**src/rtl/core/ddw_pkg.sv**
```systemverilog
// Shared constants and calendar helper functions for the date difference block.
package ddw_pkg;

    localparam int unsigned DAY_W   = 5;
    localparam int unsigned MONTH_W = 4;
    localparam int unsigned YEAR_W  = 14;
    localparam int unsigned CNT_W   = 22;
    localparam int unsigned WEEK_W  = 19;
    localparam int unsigned WD_W    = 3;
    localparam int unsigned PB_W    = 12;   // (y-1)/4 + days before month + day + 1
    localparam int unsigned WS_W    = 5;    // weekday partial sums, at most 30

    localparam logic [YEAR_W-1:0] YEAR_MIN    = 14'd1;
    localparam logic [YEAR_W-1:0] YEAR_MAX    = 14'd9999;
    localparam logic [YEAR_W-1:0] WD_YEAR_LO  = 14'd1800;
    localparam logic [YEAR_W-1:0] WD_YEAR_MID = 14'd1900;
    localparam logic [YEAR_W-1:0] WD_YEAR_HI  = 14'd2000;
    localparam logic [YEAR_W-1:0] WD_YEAR_END = 14'd2099;
    localparam logic [8:0]        DAYS_PER_YEAR = 9'd365;

    localparam logic [MONTH_W-1:0] MONTH_JAN = 4'd1;
    localparam logic [MONTH_W-1:0] MONTH_FEB = 4'd2;
    localparam logic [MONTH_W-1:0] MONTH_DEC = 4'd12;

    // floor(n/7) = (n * RECIP7) >> RECIP7_SHIFT, exact for n < 2^22
    localparam int unsigned       RECIP7_SHIFT = 25;
    localparam int unsigned       PROD_W       = 45;
    localparam logic [22:0]       RECIP7       = 23'd4793491;

    // Century codes and leap correction (minus one, modulo seven)
    localparam logic [WD_W-1:0] CENT_1800 = 3'd2;
    localparam logic [WD_W-1:0] CENT_1900 = 3'd0;
    localparam logic [WD_W-1:0] CENT_2000 = 3'd6;
    localparam logic [WD_W-1:0] LEAP_FIX  = 3'd6;

    // Residue mod 7 of a 7-bit value: 8 is 1 mod 7, so fold octal digits.
    function automatic logic [WD_W-1:0] mod7(input logic [6:0] v);
        logic [4:0] s1;
        logic [3:0] s2;
        s1 = 5'(v[6:3]) + 5'(v[2:0]);
        s2 = 4'(s1[4:3]) + 4'(s1[2:0]);
        if (s2 >= 4'd7) begin
            s2 = s2 - 4'd7;
        end
        return s2[WD_W-1:0];
    endfunction

    function automatic logic [DAY_W-1:0] month_len(input logic [MONTH_W-1:0] m,
                                                   input logic leap);
        logic [DAY_W-1:0] len;
        case (m)
            4'd2:                      len = leap ? 5'd29 : 5'd28;
            4'd4, 4'd6, 4'd9, 4'd11:   len = 5'd30;
            default:                   len = 5'd31;
        endcase
        return len;
    endfunction

    function automatic logic [8:0] days_before(input logic [MONTH_W-1:0] m);
        logic [8:0] n;
        case (m)
            4'd2:    n = 9'd31;
            4'd3:    n = 9'd59;
            4'd4:    n = 9'd90;
            4'd5:    n = 9'd120;
            4'd6:    n = 9'd151;
            4'd7:    n = 9'd181;
            4'd8:    n = 9'd212;
            4'd9:    n = 9'd243;
            4'd10:   n = 9'd273;
            4'd11:   n = 9'd304;
            4'd12:   n = 9'd334;
            default: n = 9'd0;
        endcase
        return n;
    endfunction

    function automatic logic [WD_W-1:0] month_code(input logic [MONTH_W-1:0] m);
        logic [WD_W-1:0] c;
        case (m)
            4'd2, 4'd3, 4'd11: c = 3'd3;
            4'd4:              c = 3'd6;
            4'd5:              c = 3'd1;
            4'd6:              c = 3'd4;
            4'd7:              c = 3'd6;
            4'd8:              c = 3'd2;
            4'd9, 4'd12:       c = 3'd5;
            default:           c = 3'd0;
        endcase
        return c;
    endfunction

endpackage

```
**src/rtl/core/ddw_if.sv**
```systemverilog
// Handshake interfaces for the date input channel and the result channel.
interface ddw_in_if;
    logic                          valid;
    logic                          ready;
    logic [ddw_pkg::DAY_W-1:0]     first_day;
    logic [ddw_pkg::MONTH_W-1:0]   first_month;
    logic [ddw_pkg::YEAR_W-1:0]    first_year;
    logic [ddw_pkg::DAY_W-1:0]     second_day;
    logic [ddw_pkg::MONTH_W-1:0]   second_month;
    logic [ddw_pkg::YEAR_W-1:0]    second_year;

    modport source (output valid, first_day, first_month, first_year,
                    second_day, second_month, second_year, input ready);
    modport sink   (input valid, first_day, first_month, first_year,
                    second_day, second_month, second_year, output ready);
endinterface

interface ddw_out_if;
    logic                          valid;
    logic                          ready;
    logic                          first_valid;
    logic                          second_valid;
    logic                          order_error;
    logic [ddw_pkg::CNT_W-1:0]     day_count;
    logic [ddw_pkg::WEEK_W-1:0]    whole_weeks;
    logic [ddw_pkg::WD_W-1:0]      extra_days;
    logic [ddw_pkg::WD_W-1:0]      first_weekday;
    logic [ddw_pkg::WD_W-1:0]      second_weekday;
    logic [1:0]                    weekday_known;

    modport source (output valid, first_valid, second_valid, order_error, day_count,
                    whole_weeks, extra_days, first_weekday, second_weekday,
                    weekday_known, input ready);
    modport sink   (input valid, first_valid, second_valid, order_error, day_count,
                    whole_weeks, extra_days, first_weekday, second_weekday,
                    weekday_known, output ready);
endinterface

```
**src/rtl/core/date_difference_and_weekday_top.sv**
```systemverilog
// Top level: five-stage pipeline for date validity, day difference and weekdays.
//
//  channel  | dir | payload                                     | handshake
//  ---------+-----+---------------------------------------------+-------------
//  i_in     | in  | two dates (day, month, year)                | valid/ready
//  o_out    | out | valid flags, order flag, count, weekdays    | valid/ready
//
// One transfer per cycle is sustained while o_out is ready. Stages, in order:
// field decode and products, ordinals, difference and weekday residue,
// reciprocal multiply by 1/7, remainder.
// Reset clears the stage valid bits only. A stage holds its contents while
// the stage after it is full and not moving, so a stall loses nothing.
module date_difference_and_weekday_top (
    input  logic      i_clk,
    input  logic      i_rst_n,
    ddw_in_if.sink    i_in,
    ddw_out_if.source o_out
);

    localparam int unsigned NDATE = 2;

    // stage valid bits and advance enables
    logic r_v1, r_v2, r_v3, r_v4, r_v5;
    logic w_en1, w_en2, w_en3, w_en4, w_en5;

    assign w_en5 = !r_v5 || o_out.ready;
    assign w_en4 = !r_v4 || w_en5;
    assign w_en3 = !r_v3 || w_en4;
    assign w_en2 = !r_v2 || w_en3;
    assign w_en1 = !r_v1 || w_en2;
    assign i_in.ready = w_en1;

    // ---------------- stage 1: decode each date ----------------
    logic [ddw_pkg::DAY_W-1:0]   w_d [NDATE];
    logic [ddw_pkg::MONTH_W-1:0] w_m [NDATE];
    logic [ddw_pkg::YEAR_W-1:0]  w_y [NDATE];

    assign w_d[0] = i_in.first_day;
    assign w_m[0] = i_in.first_month;
    assign w_y[0] = i_in.first_year;
    assign w_d[1] = i_in.second_day;
    assign w_m[1] = i_in.second_month;
    assign w_y[1] = i_in.second_year;

    logic                           n_ok1  [NDATE];
    logic                           n_kn1  [NDATE];
    logic [ddw_pkg::CNT_W-1:0]      n_pa1  [NDATE];
    logic [ddw_pkg::PB_W-1:0]       n_pb1  [NDATE];
    logic [6:0]                     n_yq1  [NDATE];
    logic [ddw_pkg::WS_W-1:0]       n_ws1  [NDATE];

    logic                           r_ok1  [NDATE];
    logic                           r_kn1  [NDATE];
    logic [ddw_pkg::CNT_W-1:0]      r_pa1  [NDATE];
    logic [ddw_pkg::PB_W-1:0]       r_pb1  [NDATE];
    logic [6:0]                     r_yq1  [NDATE];
    logic [ddw_pkg::WS_W-1:0]       r_ws1  [NDATE];

    always_comb begin
        logic                         leap;
        logic [ddw_pkg::YEAR_W-1:0]   ym1;
        logic [ddw_pkg::YEAR_W-1:0]   yy_full;
        logic [6:0]                   yy;
        logic [ddw_pkg::WD_W-1:0]     cent;
        logic                         in_range;
        for (int i = 0; i < NDATE; i++) begin
            leap = (w_y[i][1:0] == 2'b00);
            n_ok1[i] = (w_m[i] >= ddw_pkg::MONTH_JAN) && (w_m[i] <= ddw_pkg::MONTH_DEC)
                    && (w_y[i] >= ddw_pkg::YEAR_MIN) && (w_y[i] <= ddw_pkg::YEAR_MAX)
                    && (w_d[i] != '0) && (w_d[i] <= ddw_pkg::month_len(w_m[i], leap));
            ym1 = w_y[i] - 14'd1;
            n_pa1[i] = 22'({8'd0, ym1} * {13'd0, ddw_pkg::DAYS_PER_YEAR});
            n_pb1[i] = ddw_pkg::PB_W'(ym1 >> 2)
                     + ddw_pkg::PB_W'(ddw_pkg::days_before(w_m[i]))
                     + ddw_pkg::PB_W'(w_d[i])
                     + ddw_pkg::PB_W'((w_m[i] > ddw_pkg::MONTH_FEB) && leap);

            // century code and year within century
            in_range = 1'b1;
            if (w_y[i] >= ddw_pkg::WD_YEAR_LO && w_y[i] < ddw_pkg::WD_YEAR_MID) begin
                cent    = ddw_pkg::CENT_1800;
                yy_full = w_y[i] - ddw_pkg::WD_YEAR_LO;
            end else if (w_y[i] >= ddw_pkg::WD_YEAR_MID && w_y[i] < ddw_pkg::WD_YEAR_HI) begin
                cent    = ddw_pkg::CENT_1900;
                yy_full = w_y[i] - ddw_pkg::WD_YEAR_MID;
            end else if (w_y[i] >= ddw_pkg::WD_YEAR_HI && w_y[i] <= ddw_pkg::WD_YEAR_END) begin
                cent    = ddw_pkg::CENT_2000;
                yy_full = w_y[i] - ddw_pkg::WD_YEAR_HI;
            end else begin
                cent     = '0;
                yy_full  = '0;
                in_range = 1'b0;
            end
            yy = yy_full[6:0];
            n_kn1[i] = n_ok1[i] && in_range;
            n_yq1[i] = yy + (yy >> 2);
            n_ws1[i] = ddw_pkg::WS_W'(cent)
                     + ddw_pkg::WS_W'(ddw_pkg::mod7(7'(w_d[i])))
                     + ddw_pkg::WS_W'(ddw_pkg::month_code(w_m[i]))
                     + (((w_m[i] <= ddw_pkg::MONTH_FEB) && leap)
                        ? ddw_pkg::WS_W'(ddw_pkg::LEAP_FIX) : '0);
        end
    end

    always_ff @(posedge i_clk) begin
        if (!i_rst_n) begin
            r_v1 <= 1'b0;
        end else if (w_en1) begin
            r_v1 <= i_in.valid;
        end
        if (w_en1) begin
            r_ok1 <= n_ok1;
            r_kn1 <= n_kn1;
            r_pa1 <= n_pa1;
            r_pb1 <= n_pb1;
            r_yq1 <= n_yq1;
            r_ws1 <= n_ws1;
        end
    end

    // ---------------- stage 2: ordinals ----------------
    logic                      r_ok2  [NDATE];
    logic                      r_kn2  [NDATE];
    logic [ddw_pkg::CNT_W-1:0] r_ord2 [NDATE];
    logic [ddw_pkg::WS_W-1:0]  r_ws2  [NDATE];

    always_ff @(posedge i_clk) begin
        if (!i_rst_n) begin
            r_v2 <= 1'b0;
        end else if (w_en2) begin
            r_v2 <= r_v1;
        end
        if (w_en2) begin
            for (int i = 0; i < NDATE; i++) begin
                r_ok2[i]  <= r_ok1[i];
                r_kn2[i]  <= r_kn1[i];
                r_ord2[i] <= r_pa1[i] + ddw_pkg::CNT_W'(r_pb1[i]);
                r_ws2[i]  <= r_ws1[i] + ddw_pkg::WS_W'(ddw_pkg::mod7(r_yq1[i]));
            end
        end
    end

    // ---------------- stage 3: difference, order check, weekdays ----------------
    logic                      w_both2;
    logic                      w_lt2;
    logic                      r_ok3 [NDATE];
    logic [1:0]                r_kn3;
    logic [ddw_pkg::WD_W-1:0]  r_wd3 [NDATE];
    logic                      r_ord_err3;
    logic [ddw_pkg::CNT_W-1:0] r_cnt3;

    assign w_both2 = r_ok2[0] && r_ok2[1];
    assign w_lt2   = r_ord2[1] < r_ord2[0];

    always_ff @(posedge i_clk) begin
        if (!i_rst_n) begin
            r_v3 <= 1'b0;
        end else if (w_en3) begin
            r_v3 <= r_v2;
        end
        if (w_en3) begin
            for (int i = 0; i < NDATE; i++) begin
                r_ok3[i] <= r_ok2[i];
                r_kn3[i] <= r_kn2[i];
                r_wd3[i] <= r_kn2[i] ? ddw_pkg::mod7(7'(r_ws2[i])) : '0;
            end
            r_ord_err3 <= w_both2 && w_lt2;
            r_cnt3     <= (w_both2 && !w_lt2) ? (r_ord2[1] - r_ord2[0]) : '0;
        end
    end

    // ---------------- stage 4: quotient by reciprocal multiply ----------------
    logic [ddw_pkg::PROD_W-1:0] w_prod3;
    logic                       r_ok4 [NDATE];
    logic [1:0]                 r_kn4;
    logic [ddw_pkg::WD_W-1:0]   r_wd4 [NDATE];
    logic                       r_ord_err4;
    logic [ddw_pkg::CNT_W-1:0]  r_cnt4;
    logic [ddw_pkg::WEEK_W-1:0] r_q4;

    assign w_prod3 = ddw_pkg::PROD_W'(r_cnt3) * ddw_pkg::PROD_W'(ddw_pkg::RECIP7);

    always_ff @(posedge i_clk) begin
        if (!i_rst_n) begin
            r_v4 <= 1'b0;
        end else if (w_en4) begin
            r_v4 <= r_v3;
        end
        if (w_en4) begin
            r_ok4      <= r_ok3;
            r_kn4      <= r_kn3;
            r_wd4      <= r_wd3;
            r_ord_err4 <= r_ord_err3;
            r_cnt4     <= r_cnt3;
            r_q4       <= w_prod3[ddw_pkg::RECIP7_SHIFT +: ddw_pkg::WEEK_W];
        end
    end

    // ---------------- stage 5: remainder, output register ----------------
    logic [ddw_pkg::CNT_W-1:0]  w_q7;
    logic [ddw_pkg::CNT_W-1:0]  w_rem4;
    logic                       r_ok5 [NDATE];
    logic [1:0]                 r_kn5;
    logic [ddw_pkg::WD_W-1:0]   r_wd5 [NDATE];
    logic                       r_ord_err5;
    logic [ddw_pkg::CNT_W-1:0]  r_cnt5;
    logic [ddw_pkg::WEEK_W-1:0] r_q5;
    logic [ddw_pkg::WD_W-1:0]   r_rem5;

    assign w_q7   = (ddw_pkg::CNT_W'(r_q4) << 3) - ddw_pkg::CNT_W'(r_q4);
    assign w_rem4 = r_cnt4 - w_q7;

    always_ff @(posedge i_clk) begin
        if (!i_rst_n) begin
            r_v5 <= 1'b0;
        end else if (w_en5) begin
            r_v5 <= r_v4;
        end
        if (w_en5) begin
            r_ok5      <= r_ok4;
            r_kn5      <= r_kn4;
            r_wd5      <= r_wd4;
            r_ord_err5 <= r_ord_err4;
            r_cnt5     <= r_cnt4;
            r_q5       <= r_q4;
            r_rem5     <= w_rem4[ddw_pkg::WD_W-1:0];
        end
    end

    assign o_out.valid          = r_v5;
    assign o_out.first_valid    = r_ok5[0];
    assign o_out.second_valid   = r_ok5[1];
    assign o_out.order_error    = r_ord_err5;
    assign o_out.day_count      = r_cnt5;
    assign o_out.whole_weeks    = r_q5;
    assign o_out.extra_days     = r_rem5;
    assign o_out.first_weekday  = r_wd5[0];
    assign o_out.second_weekday = r_wd5[1];
    assign o_out.weekday_known  = r_kn5;

    // ---------------- assertions ----------------
    a_rem_range: assert property (@(posedge i_clk) disable iff (!i_rst_n)
        r_v5 |-> (r_rem5 < 3'd7))
        else $error("extra_days out of range");

    a_week_split: assert property (@(posedge i_clk) disable iff (!i_rst_n)
        r_v5 |-> (r_cnt5 == (ddw_pkg::CNT_W'(r_q5) << 3) - ddw_pkg::CNT_W'(r_q5)
                            + ddw_pkg::CNT_W'(r_rem5)))
        else $error("weeks and days do not rebuild the day count");

    a_error_zero: assert property (@(posedge i_clk) disable iff (!i_rst_n)
        (r_v5 && (r_ord_err5 || !r_ok5[0] || !r_ok5[1])) |-> (r_cnt5 == '0))
        else $error("nonzero day count on error");

    a_known_valid: assert property (@(posedge i_clk) disable iff (!i_rst_n)
        r_v5 |-> ((!r_kn5[0] || r_ok5[0]) && (!r_kn5[1] || r_ok5[1])))
        else $error("weekday known for an invalid date");

endmodule
```
**src/flat_wrapper.sv**
```systemverilog
// flat-port wrapper written by rule: the top's interface ports become plain ports
module date_difference_and_weekday_top_flat 
  (i_clk, i_rst_n, i_in_valid, i_in_first_day, i_in_first_month, i_in_first_year, i_in_second_day, i_in_second_month, i_in_second_year, i_in_ready, o_out_valid, o_out_first_valid, o_out_second_valid, o_out_order_error, o_out_day_count, o_out_whole_weeks, o_out_extra_days, o_out_first_weekday, o_out_second_weekday, o_out_weekday_known, o_out_ready);
  ddw_in_if i_in_i ();
  ddw_out_if o_out_i ();
  input  logic i_clk;
  input  logic i_rst_n;
  input wire logic [$bits(i_in_i.valid)-1:0] i_in_valid;
  input wire logic [$bits(i_in_i.first_day)-1:0] i_in_first_day;
  input wire logic [$bits(i_in_i.first_month)-1:0] i_in_first_month;
  input wire logic [$bits(i_in_i.first_year)-1:0] i_in_first_year;
  input wire logic [$bits(i_in_i.second_day)-1:0] i_in_second_day;
  input wire logic [$bits(i_in_i.second_month)-1:0] i_in_second_month;
  input wire logic [$bits(i_in_i.second_year)-1:0] i_in_second_year;
  output wire logic [$bits(i_in_i.ready)-1:0] i_in_ready;
  output wire logic [$bits(o_out_i.valid)-1:0] o_out_valid;
  output wire logic [$bits(o_out_i.first_valid)-1:0] o_out_first_valid;
  output wire logic [$bits(o_out_i.second_valid)-1:0] o_out_second_valid;
  output wire logic [$bits(o_out_i.order_error)-1:0] o_out_order_error;
  output wire logic [$bits(o_out_i.day_count)-1:0] o_out_day_count;
  output wire logic [$bits(o_out_i.whole_weeks)-1:0] o_out_whole_weeks;
  output wire logic [$bits(o_out_i.extra_days)-1:0] o_out_extra_days;
  output wire logic [$bits(o_out_i.first_weekday)-1:0] o_out_first_weekday;
  output wire logic [$bits(o_out_i.second_weekday)-1:0] o_out_second_weekday;
  output wire logic [$bits(o_out_i.weekday_known)-1:0] o_out_weekday_known;
  input wire logic [$bits(o_out_i.ready)-1:0] o_out_ready;
  assign i_in_i.valid = i_in_valid;
  assign i_in_i.first_day = i_in_first_day;
  assign i_in_i.first_month = i_in_first_month;
  assign i_in_i.first_year = i_in_first_year;
  assign i_in_i.second_day = i_in_second_day;
  assign i_in_i.second_month = i_in_second_month;
  assign i_in_i.second_year = i_in_second_year;
  assign i_in_ready = i_in_i.ready;
  assign o_out_valid = o_out_i.valid;
  assign o_out_first_valid = o_out_i.first_valid;
  assign o_out_second_valid = o_out_i.second_valid;
  assign o_out_order_error = o_out_i.order_error;
  assign o_out_day_count = o_out_i.day_count;
  assign o_out_whole_weeks = o_out_i.whole_weeks;
  assign o_out_extra_days = o_out_i.extra_days;
  assign o_out_first_weekday = o_out_i.first_weekday;
  assign o_out_second_weekday = o_out_i.second_weekday;
  assign o_out_weekday_known = o_out_i.weekday_known;
  assign o_out_i.ready = o_out_ready;
  date_difference_and_weekday_top u_core (.i_clk(i_clk), .i_rst_n(i_rst_n), .i_in(i_in_i), .o_out(o_out_i));
endmodule
```
**config.mk**
```make
export PLATFORM = sky130hd
export DESIGN_NAME = date_difference_and_weekday_top_flat
export DESIGN_NICKNAME = d
export VERILOG_FILES = /design/src/rtl/core/ddw_pkg.sv /design/src/rtl/core/ddw_if.sv /design/src/rtl/core/date_difference_and_weekday_top.sv /design/src/flat_wrapper.sv
export SDC_FILE = /design/constraint.sdc
export NUM_CORES = 1
export LEC_CHECK = 0
export BUFFER_PORTS_ARGS = -buffer_cell sky130_fd_sc_hd__buf_4
export CAP_MARGIN = 20
export CORE_ASPECT_RATIO = 0.9
export CORE_MARGIN = 2
export CORE_UTILIZATION = 59
export DETAILED_ROUTE_END_ITERATION = 10
export PLACE_DENSITY_LB_ADDON = 0.3
export SLEW_MARGIN = 20
export SYNTH_ARGS = -nofsm -noshare
export SYNTH_HDL_FRONTEND = slang
export SYNTH_SLANG_ARGS = --single-unit
```
**constraint.sdc**
```tcl
create_clock -name i_clk -period 7.2 [get_ports i_clk]
set_input_delay 1.08 -clock i_clk [delete_from_list [all_inputs] [get_ports i_clk]]
set_output_delay 1.08 -clock i_clk [all_outputs]
set_load 0.05 [all_outputs]
```
==> flow_summary.ini, run 1 <==
[timing]
worst_slack_ns = 0.6714
fin_crit_sh_pct = 90.68
hold_viol_final = 0
skew_ns = 0.03314
whs_ns = 0.3999
max_slew_margin_pct = 31.02
tightest_slew_ns = 1.009
tns_ns = 0
rsz0062_at_grt = false
finalSetupViolCount = 0
period_needed_ns = 6.529
drv_slew = 0
max_freq_ghz = 0.1532

[placement]
port_buffers = 106
dp_slack_ns = 0.3498
gp_congestion = 0.8979
placed_cell_area_sq_um = 28760
dp_hpwl_microns = 44440

[clocking]
insertion_delay_ns = 0.55
cts-resized-gates = 0
clk_path_buf_depth = 3
numCtsBuffers = 34
cts.sinks = 299
ctsHoldBuffers = 0
cts_root_buf = clkbuf_16
path_clk_slew_ns = 0.06
cts_setup_buffers = 0
cts_tree = done
htree_levels = 2

[critical_path]
worstSetupPathType = flop to flop
cp_cell_sequence = inv_1 -> ha_1 -> fa_1 -> inv_1 -> fa_1 -> inv_1 -> fa_1 -> inv_1 -> fa_1 -> inv_1 -> fa_1 -> inv_1 -> ha_1 -> ha_1 -> and3_1 -> and2_1 -> a221o_1 -> nand2_1 -> a31oi_1 -> a211oi_1 -> o21bai_1 -> a21o_1 -> xor2_1
crit_arrival_ns = 6.82
cp_slowest_cell = fa_1
required_ns = 7.49
crit_top_cell = inv_1
crit_path_start_kind = flop
cp.buffers_inverters = 6
max_stage_delay_ns = 0.53
r2r_start = u_core.r_cnt3[20]$_SDFFCE_PN0P_
crit_start = u_core.r_cnt3[20]$_SDFFCE_PN0P_
worstPathMaxFanout = 6
cp-end-kind = flop
cp_top_family = adder cells

[synthesis]
synth-seq-cells = 299
synth_area_leaders = edfxtp_1 32%, ha_1 21%, fa_1 16%
syn-cell-area_sq_um = 27200
syn_nets = 3175
synth_cell_types = 81
yosysWarningCount = 0
seq_area_frac_synth_pct = 32.83
ys_top_cells_by_count = 462 x ha_1, 437 x inv_1, 294 x edfxtp_1, 216 x fa_1, 124 x xnor2_1
ys.flop_type = edfxtp_1
yosysMostFrequentCell = ha_1
synth_top_area_share_pct = 32.46
syn_avg_cell_area_sq_um = 11.12
synthCells = 2447
synth-edff-count = 294
yosys.area.top_type = edfxtp_1
async_reset_ff_share_pct = 0

[global_route]
globalRouteTotalUtil_pct = 23.06
grt_pass1_wl_microns = 89330
grt_pass1_vias = 17990
grt_start_max_net_pins = 68
antenna_found_initial = 0
grt_overflow = 0

[detailed_routing]
drtIter0Drc = 1025
ant_nets = 0
firstDrtPassIters = 5
routedWlPerCell_microns = 16.79
routed_wl_microns = 53900
routed-via-count = 17610
drc = 0
vias_per_cell = 5.483

[die]
core_sq_um = 45460
die_area_sq_um = 47840
die_y_microns = 207.7
fp.dieW_microns = 230.3
rows = 74
start_util_pct = 59.83
ios = 107

[outcome]
status = complete, no violations

[hold_path]
hold_class = flop to flop
worstHoldStart = u_core.r_ok1[1]$_DFFE_PP_

[layout]
syn2layout_area_growth_pct = 9.702
nNetsFinal = 3306
drive_gt1_share_pct = 7.799
antennaDiodeCount = 0
fill_cells = 3467
stdcell_area_sq_um = 29840

[power_and_ir_drop]
p_total_w = 0.01242
powerDensity_nw_per_um2 = 416.4
peakVddDrop_mv = 0.2206
p_leak_nw = 15.02

[flow_run]
drv_cap = 0
-- cells in the final DEF (no fill, tap or decap), drive strengths merged, types with 13 or more instances in the layout --
cell type / Yosys / layout
mux2i: 18 / 18
nor3: 36 / 36
nand2: 99 / 99
a21boi: 14 / 14
fa: 216 / 216
nor2: 102 / 102
o21a: 13 / 13
edfxtp: 294 / 294
nand3: 36 / 36
xor2: 53 / 53
ha: 462 / 462
and3: 17 / 17
nand2b: 20 / 20
clkinv: 1 / 15
clkbuf: 17 / 42
nor2b: 37 / 37
inv: 439 / 440
xnor2: 125 / 125
o21ai: 79 / 79
a211oi: 15 / 15
a21oi: 119 / 119
a31oi: 21 / 21
buf: 3 / 115
a21o: 62 / 62
or3: 13 / 13
-- per-layer routing --
metal / vias up / global-route usage (%) / wire [microns]
li1: 8665 / - / -
met1: 8589 / 32.05 / 25120
met2: 295 / 39.14 / 26030
met3: 56 / 3.077 / 2013
met4: 0 / 4.205 / 738
met5: - / 0 / 0
-- state kept, by name, summed over array words and instances, names as in the netlist, 3 cells and up --
| name | flops |
|---|---|
| u_core.r_ws2 | 10 |
| u_core.r_wd3 | 6 |
| u_core.r_yq1 | 14 |
| u_core.r_cnt3 | 22 |
| u_core.r_wd4 | 6 |
| u_core.r_q4 | 19 |
| u_core.r_pa1 | 44 |
| u_core.r_cnt4 | 22 |
| u_core.o_out.second_weekday | 3 |
| u_core.o_out.first_weekday | 3 |
| u_core.o_out.day_count | 22 |
| u_core.o_out.whole_weeks | 19 |
| u_core.r_pb1 | 24 |
| u_core.o_out.extra_days | 3 |
| u_core.r_ord2 | 44 |
| u_core.r_ws1 | 10 |
-- report_power, final --
group / leakage, nW / total [W] / switching, W / internal [W]
Clock: 0.517 / 0.00166 / 0.000695 / 0.000969
Sequential: 3.39 / 0.00317 / 0.000327 / 0.00284
Combinational: 11.1 / 0.00759 / 0.00435 / 0.00324
Total: 15.0 / 0.0124 / 0.00538 / 0.00705
-- path summary, 6_finish.rpt --
kind                                                     end  slack, ns  depth (start not counted)
worst max register to register     u_core.r_q4[16]$_DFFE_PP_       0.67                         23
worst min register to register  u_core.r_ok2[0][0]$_DFFE_PP_       0.40                          0
worst max-delay path               u_core.r_q4[16]$_DFFE_PP_       0.67                         23
worst min-delay path            u_core.r_ok2[0][0]$_DFFE_PP_       0.40                          0
-- final cells by class --
type / count / area [sq um] / share of cell area [%]
clock inverter: 19 / 171.4 / 0.5745
timing repair buffer: 115 / 863.3 / 2.893
tap: 608 / 760.7 / 2.550
inverter: 440 / 1652 / 5.535
clock buffer: 42 / 902.1 / 3.023
sequential: 299 / 8929 / 29.92
multi-input combinational: 1688 / 16560 / 55.50
-- stage by stage --
| step | utilization (%) | cells |
|---|---|---|
| 6_report | 65.63 | 3211 |
| 5_1_grt | 65.63 | 3211 |
| 4_1_cts | 65.63 | 3211 |
| 3_5_place_dp | 63.27 | 3150 |
| 3_3_place_gp | 63.27 | 3150 |
| 2_1_floorplan | - | 2447 |
-- cell families (layout without fill, tap and decap cells) --
family | after synthesis | after routing | synth area share (%)
muxes | 26 | 26 | 1.076
buffers and inverters | 460 | 616 | 6.353
adders and majority gates | 678 | 678 | 37.15
and+or+nand+nor | 418 | 418 | 7.664
DFF | 299 | 299 | 32.83
xor gates and xnor gates | 178 | 178 | 5.760
AOI/OAI and AO/OA | 388 | 388 | 9.168
Power figures use the tool's default switching activity.
==> run 2, diff against run 1 <==
ABC_AREA = 1   (was default)
CORE_MARGIN = default   (was 2)
HOLD_SLACK_MARGIN = 0.02   (was default)
==> flow_summary.ini, run 2 <==
[outcome]
status = complete, no violations

[global_route]
antenna_found_initial = 0
grt_overflow = 0
grt_pass1_wl_microns = 109600
globalRouteTotalUtil_pct = 27.44
grt_pass1_vias = 21910
grt_start_max_net_pins = 72

[detailed_routing]
vias_per_cell = 5.489
routedWlPerCell_microns = 17.09
firstDrtPassIters = 6
drtIter0Drc = 1369
routed_wl_microns = 67570
ant_nets = 0
drc = 0
routed-via-count = 21700

[layout]
layout_commonest_cell = inv_1
layout_common_cells = 618 x inv_1, 480 x nand2_1, 462 x ha_1
antennaDiodeCount = 0
postLayoutCoreUtil_pct = 65.20
largestRegisters = u_core.r_ord2: 44 flops, u_core.r_pa1: 44 flops, u_core.r_pb1: 24 flops
stdcell_area_sq_um = 32040
fill_cells = 3984
nNetsFinal = 4026
drive_gt1_share_pct = 6.924
layoutNonFillerInstCount = 3954
syn2layout_area_growth_pct = 9.125

[clocking]
numCtsBuffers = 35
path_clk_slew_ns = 0.06
cts_setup_buffers = 0
insertion_delay_ns = 0.55
cts.sinks = 299
ctsHoldBuffers = 0
htree_levels = 2
cts_tree = done
cts-resized-gates = 0
cts_root_buf = clkbuf_16
clk_path_buf_depth = 3

[power_and_ir_drop]
peakVddDrop_mv = 0.3212
powerDensity_nw_per_um2 = 405.5
p_leak_nw = 16.35

[critical_path]
cp-end-kind = flop
crit_path_start_kind = input pin
crit_top_cell = inv_1
cp_top_family = adder cells
required_ns = 7.47
worstSetupPathType = input pin to flop
cp_slowest_cell = nor4_1
cp.buffers_inverters = 5
max_stage_delay_ns = 0.65
crit_arrival_ns = 6.40
worstPathMaxFanout = 6
cp_cell_sequence = buf_4 -> inv_1 -> ha_1 -> inv_1 -> nor4_1 -> xor2_1 -> ha_1 -> fa_1 -> inv_1 -> fa_1 -> fa_1 -> inv_1 -> ha_1 -> a21oi_1 -> nand2_1 -> nand2_1 -> nand3_1 -> a21boi_0 -> o21ai_0 -> xor2_1

[placement]
dp_hpwl_microns = 56180
port_buffers = 106
dp.cells = 3893
placed_cell_area_sq_um = 30930
gp_congestion = 0.9629

[synthesis]
synth-seq-cells = 299
synth_top_family_by_area = adder cells
muxShareOfSynthArea_pct = 0.07672
syn_nets = 3887
synth-xor-area-share_pct = 5.238
yosys.area_share.adder_pct = 34.42
yosysMostFrequentCell = inv_1
synth_cell_types = 58
ys_top_cells_by_count = 621 x inv_1, 481 x nand2_1, 462 x ha_1, 294 x edfxtp_1, 246 x nor2_1
synth_area_leaders = edfxtp_1 30%, ha_1 20%, fa_1 15%
async_reset_ff_share_pct = 0
ys.flop_type = edfxtp_1
synth_compound_area_share_pct = 7.548
synthCells = 3159
synth_top_area_share_pct = 30.07
synth-edff-count = 294
syn-cell-area_sq_um = 29360
seq_area_frac_synth_pct = 30.41
yosys.area.top_type = edfxtp_1
syn_avg_cell_area_sq_um = 9.293
yosysWarningCount = 0
synth-simple-area-share_pct = 14.05

[die]
start_util_pct = 59.75
ios = 107
core_sq_um = 49130
rows = 77
die_area_sq_um = 50650
fp.dieW_microns = 237.1
die_y_microns = 213.6

[timing]
tns_ns = 0
hold_viol_final = 0
period_needed_ns = 6.130
max_freq_ghz = 0.1631
whs_ns = 0.4168
skew_ns = 0.02493
rsz0062_at_grt = false
finalSetupViolCount = 0
fin_crit_sh_pct = 85.14
drv_slew = 0
tightest_slew_ns = 0.9128
max_slew_margin_pct = 39.15

[flow_run]
drv_cap = 0

[hold_path]
hold_class = flop to flop
[run 2: cell types whose count changed after synthesis, sizes merged, moves of 68 or more]
cell	change
nand2	+393
inv	+189
nor2	+159
a21oi	+85
nand3	+84
xnor2	-68
[run 2: power by group]
group	internal [W]	switching (W)
registers	0.00286	0.000356
clock network	0.00101	0.000710
logic	0.00303	0.00502
[run 2: cell type report]
class                   count  area [sq um]  share of cell area (%)
inverters                 629          2361                   7.370
clock inverters            16         155.1                  0.4843
clock buffers              45         954.7                   2.980
well taps                 632         790.8                   2.468
repair buffers            111         833.3                   2.601
flip-flops and latches    299          8929                   27.87
multi-input cells        2222         18010                   56.23
[run 2: per-layer routing]
layer | part of all wire, % | track usage (%) | up-vias
li1 | - | - | 10640
met1 | 45 | 37.20 | 10330
met2 | 47 | 46.16 | 599
met3 | 4.9 | 3.334 | 138
met4 | 3.0 | 9.010 | 0
met5 | 0 | 0 | -
[run 2: cells by family (layout without fill, tap and decap cells)]
group / count (synthesis) / in the layout
and+or+nand+nor: 969 / 969
adders and majority gates: 678 / 678
buffers and inverters: 638 / 801
AOI/OAI and AO/OA: 400 / 400
DFF: 299 / 299
xor gates and xnor gates: 173 / 173
muxes: 2 / 2
[run 2: final timing paths]
kind | startpoint | end | slack (ns) | depth (start not counted)
setup / recovery | i_in_second_year[4] | u_core.r_pa1[16]$_DFFE_PP_ | 1.07 | 20
setup reg to reg | u_core.r_cnt3[20]$_SDFFCE_PN0P_ | u_core.r_q4[1]$_DFFE_PP_ | 1.16 | 20
hold / removal | u_core.r_q4[12]$_DFFE_PP_ | u_core.o_out.whole_weeks[12]$_DFFE_PP_ | 0.42 | 0
hold reg to reg | u_core.r_q4[12]$_DFFE_PP_ | u_core.o_out.whole_weeks[12]$_DFFE_PP_ | 0.42 | 0
[run 2: worst register-to-register path: stages (launching register included)]
cell	delay, ns
edfxtp_1	0.47
inv_1	0.10
ha_1	0.33
fa_1	0.53
inv_1	0.06
fa_1	0.50
inv_1	0.06
fa_1	0.52
inv_1	0.06
fa_1	0.54
inv_1	0.06
fa_1	0.55
inv_1	0.06
ha_1	0.29
ha_1	0.33
a21oi_1	0.27
o21ai_0	0.22
a21oi_1	0.28
nand2_1	0.13
a21oi_1	0.29
xor2_1	0.13
[run 2: per-stage QoR]
step / worst slack, ns / power, W
after floorplan: 0.3466 / 0.009075
after global placement: 0.8466 / 0.01095
after detailed placement: 0.6132 / 0.01120
after CTS: 1.170 / 0.01305
after global routing: 0.7162 / 0.01423
final: 1.070 / 0.01299
